**config.mk**
```make
export PLATFORM = sky130hd
export DESIGN_NAME = twl_mac
export DESIGN_NICKNAME = d
export VERILOG_FILES = /design/src/design/twl_pkg.sv /design/src/design/twl_mac.sv
export SDC_FILE = /design/constraint.sdc
export NUM_CORES = 2
export LEC_CHECK = 0
export ABC_CLOCK_PERIOD_IN_PS = 11700
export BUFFER_PORTS_ARGS = -buffer_cell sky130_fd_sc_hd__buf_2
export CORE_ASPECT_RATIO = 1.75
export CORE_MARGIN = 2
export CORE_UTILIZATION = 55
export DETAILED_ROUTE_END_ITERATION = 16
export MAX_ROUTING_LAYER = met4
export PLACE_DENSITY = 0.76
export SLEW_MARGIN = 20
export SYNTH_ARGS = -nofsm -noshare
export SYNTH_HDL_FRONTEND = slang
export SYNTH_SLANG_ARGS = --single-unit
```
**constraint.sdc**
```tcl
create_clock -name i_clk -period 11.7 [get_ports i_clk]
set_clock_uncertainty 0.1 [all_clocks]
set_input_delay 2.34 -clock i_clk [delete_from_list [all_inputs] [get_ports i_clk]]
set_output_delay 2.34 -clock i_clk [all_outputs]
set_load 0.05 [all_outputs]
```
**src/design/twl_pkg.sv**
```systemverilog
// Shared types and constants for the tetrahedral walk locator.
// No dependencies.
package twl_pkg;

    localparam logic [2:0] MODE_PROBE = 3'd0;
    localparam logic [2:0] MODE_VERT  = 3'd1;
    localparam logic [2:0] MODE_NBR   = 3'd2;
    localparam logic [2:0] MODE_ROW   = 3'd3;
    localparam logic [2:0] MODE_QUERY = 3'd4;

    localparam logic [1:0] OUT_INSIDE   = 2'd0;
    localparam logic [1:0] OUT_OUTSIDE  = 2'd1;
    localparam logic [1:0] OUT_PINGPONG = 2'd2;
    localparam logic [1:0] OUT_LIMIT    = 2'd3;

    localparam logic       REG_COUNT = 1'b0;
    localparam logic       REG_TOL   = 1'b1;

    // exact weight: three 53-bit terms plus 1.0 need 55 bits
    typedef logic signed [55:0] t_wgt;

    localparam logic signed [28:0] TOL_RESET = -29'sd2684;
    localparam t_wgt               ONE_Q28   = 56'sd268435456;

    typedef enum logic [3:0] {
        S_IDLE,
        S_START,
        S_RD_TET,
        S_RD_POS,
        S_DIFF,
        S_MUL,
        S_ACC,
        S_EVAL,
        S_DONE,
        S_OUT
    } t_state;

    // one weight product: d (33b) * coeff (32b), floor-shifted by 12
    typedef struct packed {
        logic signed [32:0] d;
        logic signed [31:0] c;
    } t_mul_in;

    function automatic logic signed [31:0] sat32(input t_wgt v);
        t_wgt hi;
        t_wgt lo;
        hi = 56'sd2147483647;
        lo = -56'sd2147483648;
        if (v > hi) begin
            sat32 = 32'sh7fffffff;
        end else if (v < lo) begin
            sat32 = 32'sh80000000;
        end else begin
            sat32 = v[31:0];
        end
    endfunction

    // coefficient k of the row-major 3x3 matrix: column it multiplies
    function automatic logic [1:0] coef_col(input logic [3:0] k);
        case (k) inside
            4'd0, 4'd3, 4'd6: coef_col = 2'd0;
            4'd1, 4'd4, 4'd7: coef_col = 2'd1;
            default:          coef_col = 2'd2;
        endcase
    endfunction

    // coefficient k: weight slot (row + 1) it adds into
    function automatic logic [1:0] wgt_slot(input logic [3:0] k);
        case (k) inside
            [4'd0:4'd2]: wgt_slot = 2'd1;
            [4'd3:4'd5]: wgt_slot = 2'd2;
            default:     wgt_slot = 2'd3;
        endcase
    endfunction

endpackage

```
**src/design/twl_mac.sv**
```systemverilog
// Registered weight product unit: one 33x32 multiply, floor shift by 12.
// Depends on twl_pkg.
module twl_mac import twl_pkg::*; (
    input  logic                 i_clk,
    input  t_mul_in              i_op,
    output logic signed [52:0]   o_term
);
    logic signed [64:0] prod;
    logic signed [52:0] r_term;

    assign prod = 65'(i_op.d) * 65'(i_op.c);

    always_ff @(posedge i_clk) begin
        r_term <= prod[64:12];
    end

    assign o_term = r_term;
endmodule

```
==> impl_metrics.csv <==
group,metric,value,unit
global_route,grtUsageTotal,32.1,%
clock_network,path_clk_slew,100,ps
global_route,grt_start_max_net_pins,34,
critical_path,cp.arrival,10880,ps
drt,detail-route-antenna-nets,0,
sta,setup_viol,0,
critical_path,endpoint_kind,"register",
cells_and_area,layout-area-overhead-vs-synth,3.63,%
clock_network,cts_hold_repair.buffers,0,
drt,drcViolationCount,0,
floorplan,die-height,350,um
drt,dr_total_vias,26699,
floorplan,die-area,70600,um^2
cells_and_area,layout.cells.most_common_list,"sky130_fd_sc_hd__fa_1, sky130_fd_sc_hd__inv_1, sky130_fd_sc_hd__and2_1, sky130_fd_sc_hd__nand2_1, sky130_fd_sc_hd__ha_1",
yosys,synthesis_warnings,0,
yosys,postSynth.asyncResetShare,0,%
cells_and_area,largest_register_ffs,53,
yosys,synth-edff-count,0,
global_route,antenna_violations_before_repair,5,
critical_path,timing.critical_path.from_type,"primary input",
yosys,distinct_cells_synth,60,
yosys,synth.avg_cell_area,9.60,um^2
yosys,synthFlopType,"sky130_fd_sc_hd__dfxtp_1",
floorplan,fp.dieW,202,um
drt,drt-wirelength-per-cell,21.4,um
placed_design,hpwl,84300,um
floorplan,fp.coreArea,67600,um^2
sta,final_max_slew_viol_count,0,
sta,timing.fmax,93.2,MHz
cells_and_area,instances_no_fill,4778,
clock_network,cts_tree,"built",
sta,grt_setup_unrepaired,"no",
cells_and_area,final_common_cell,"sky130_fd_sc_hd__fa_1",
sta,whs,2750,ps
drt,routed_via_density,5.59,
yosys,post_syn_area,37600,um^2
clock_network,cts.root.buffer_cell,"sky130_fd_sc_hd__clkbuf_16",
cells_and_area,nets,5236,
global_route,grt_first_pass_wirelength,165000,um
placed_design,dp.cells,4766,
status,outcome,"finished clean",
yosys,syn_nets,5278,
run,cap_violations,0,
clock_network,cts_resized,0,
critical_path,worst-setup-path-type,"in -> reg",
drt,routed_wl,102000,um
sta,finalWorstPathRequiredPeriod,10730,ps
drt,initialDrtViolationCount,1398,
global_route,grt_overflow,0,
floorplan,std_cell_rows,126,
critical_path,worstPathRequired,11850,ps
critical_path,timing.critical_path.fanout_max,15,
sta,sum_neg_setup_slack,0,ps
floorplan,boundaryPins,119,
cells_and_area,layout-drive-gt1-share,4.90,%
sta,worst_slew_pin_slew,1180,ps
clock_network,htree_num_levels,2,
min_path,timing.hold.worst.class,"in -> reg",
sta,layout_worst_path_cycle_share,91.7,%
yosys,synth_sequential_area_ratio,2.82,%
clock_network,max-clock-path-buffers,2,
clock_network,cts_inserted_buffers,5,
sta,report.final.hold_viol_count,0,
placed_design,placement.io_buffers,118,
yosys,post_synth_inst_count,3919,
placed_design,gp_congestion,0.949,
yosys,synth_register_bits,53,
floorplan,initial_utilization,55.6,%
clock_network,postCtsSetupBuffers,0,
sta,maxSlewHeadroom,20.5,%
drt,drt_pre_antenna_iters,5,
global_route,first_global_vias,30997,
cells_and_area,post-route-util,57.6,%
clock_network,clock_sink_count,53,
==> through the flow <==
| step | worst slack [ps] | area [um^2] |
|---|---|---|
| after floorplan | 1920 | 37600 |
| after global placement | 709 | 38800 |
| after detailed placement | 607 | 38800 |
| after CTS | 960 | 39000 |
| after global routing | 634 | 39000 |
| final | 973 | 39000 |
==> worst max-delay path, stage by stage <==
cell	delay, ps
sky130_fd_sc_hd__buf_2	430
sky130_fd_sc_hd__nand2_1	220
sky130_fd_sc_hd__inv_1	130
sky130_fd_sc_hd__fa_1	390
sky130_fd_sc_hd__inv_1	250
sky130_fd_sc_hd__fa_1	480
sky130_fd_sc_hd__inv_1	220
sky130_fd_sc_hd__fa_1	500
sky130_fd_sc_hd__fa_1	560
sky130_fd_sc_hd__inv_1	250
sky130_fd_sc_hd__fa_1	560
sky130_fd_sc_hd__inv_1	60
sky130_fd_sc_hd__fa_1	570
sky130_fd_sc_hd__inv_1	60
sky130_fd_sc_hd__fa_1	480
sky130_fd_sc_hd__inv_1	60
sky130_fd_sc_hd__fa_1	470
sky130_fd_sc_hd__ha_1	380
sky130_fd_sc_hd__and4_1	270
sky130_fd_sc_hd__o2111ai_1	140
sky130_fd_sc_hd__a221oi_1	250
sky130_fd_sc_hd__a41oi_1	80
sky130_fd_sc_hd__buf_4	190
sky130_fd_sc_hd__a21oi_1	530
sky130_fd_sc_hd__o2111ai_1	310
sky130_fd_sc_hd__a21oi_1	370
sky130_fd_sc_hd__and4_1	250
sky130_fd_sc_hd__nor3_1	50
==> logic make-up after synthesis <==
group	Yosys count	share of synthesized area [%]
adders and majority gates	1293	65.2
and+or+nand+nor	1154	15.5
AOI/OAI and AO/OA	164	3.01
DFF	53	2.82
buffers and inverters	1188	12.0
xor gates and xnor gates	67	1.56
==> final timing paths <==
path / start / end / cells after the start
setup / recovery: i_op[64] / o_term[52] / 28
hold / removal: i_op[32] / o_term[0] / 5
==> synth_stat cells, types with 2 or more instances <==
master / number / area [um^2]
sky130_fd_sc_hd__fa_1: 1111 / 22200
sky130_fd_sc_hd__inv_1: 983 / 3690
sky130_fd_sc_hd__and2_1: 526 / 3290
sky130_fd_sc_hd__nand2_1: 520 / 1950
sky130_fd_sc_hd__clkbuf_1: 198 / 743
sky130_fd_sc_hd__ha_1: 182 / 2280
sky130_fd_sc_hd__dfxtp_1: 53 / 1060
sky130_fd_sc_hd__nor2_1: 50 / 188
sky130_fd_sc_hd__a21oi_1: 49 / 245
sky130_fd_sc_hd__xnor2_1: 41 / 359
sky130_fd_sc_hd__a21o_1: 37 / 278
sky130_fd_sc_hd__o21ai_0: 30 / 150
sky130_fd_sc_hd__xor2_1: 26 / 228
sky130_fd_sc_hd__nand4_1: 14 / 87.6
sky130_fd_sc_hd__a31oi_1: 7 / 43.8
sky130_fd_sc_hd__nand2b_1: 7 / 43.8
sky130_fd_sc_hd__a21o_2: 6 / 52.6
sky130_fd_sc_hd__nand3_1: 6 / 30.0
sky130_fd_sc_hd__nor2b_1: 5 / 31.3
sky130_fd_sc_hd__o21bai_1: 4 / 30.0
sky130_fd_sc_hd__a311oi_1: 3 / 26.3
sky130_fd_sc_hd__and3_1: 3 / 18.8
sky130_fd_sc_hd__and4_1: 3 / 26.3
sky130_fd_sc_hd__buf_4: 3 / 22.5
sky130_fd_sc_hd__nor3_1: 3 / 15.0
sky130_fd_sc_hd__nor4_1: 3 / 18.8
sky130_fd_sc_hd__o211ai_1: 3 / 22.5
sky130_fd_sc_hd__o21a_1: 3 / 22.5
sky130_fd_sc_hd__a211oi_1: 2 / 15.0
sky130_fd_sc_hd__a31o_2: 2 / 17.5
sky130_fd_sc_hd__a41oi_1: 2 / 17.5
sky130_fd_sc_hd__and2_2: 2 / 15.0
sky130_fd_sc_hd__buf_6: 2 / 22.5
sky130_fd_sc_hd__o2111ai_1: 2 / 17.5
sky130_fd_sc_hd__o21ai_1: 2 / 10.0
sky130_fd_sc_hd__or3_1: 2 / 12.5
==> layout make-up <==
| class | count | area [um^2] |
|---|---|---|
| multi-input combinational | 2678 | 32100 |
| fill | 5711 | 28700 |
| inverter | 983 | 3690 |
| tap | 896 | 1120 |
| sequential | 53 | 1060 |
| timing repair buffer | 156 | 876 |
| clock buffer | 5 | 125 |
| clock inverter | 3 | 43.8 |
| antenna | 4 | 10.0 |
==> layer usage <==
layer | track usage [%] | share of wire (%)
met1 | 31.0 | 30
met2 | 56.9 | 54
met3 | 4.40 | 5.6
met4 | 26.5 | 10
met5 | - | 0
Power is not shown: default switching activity piles up to over one toggle a cycle in this logic, so the estimate is an artifact.
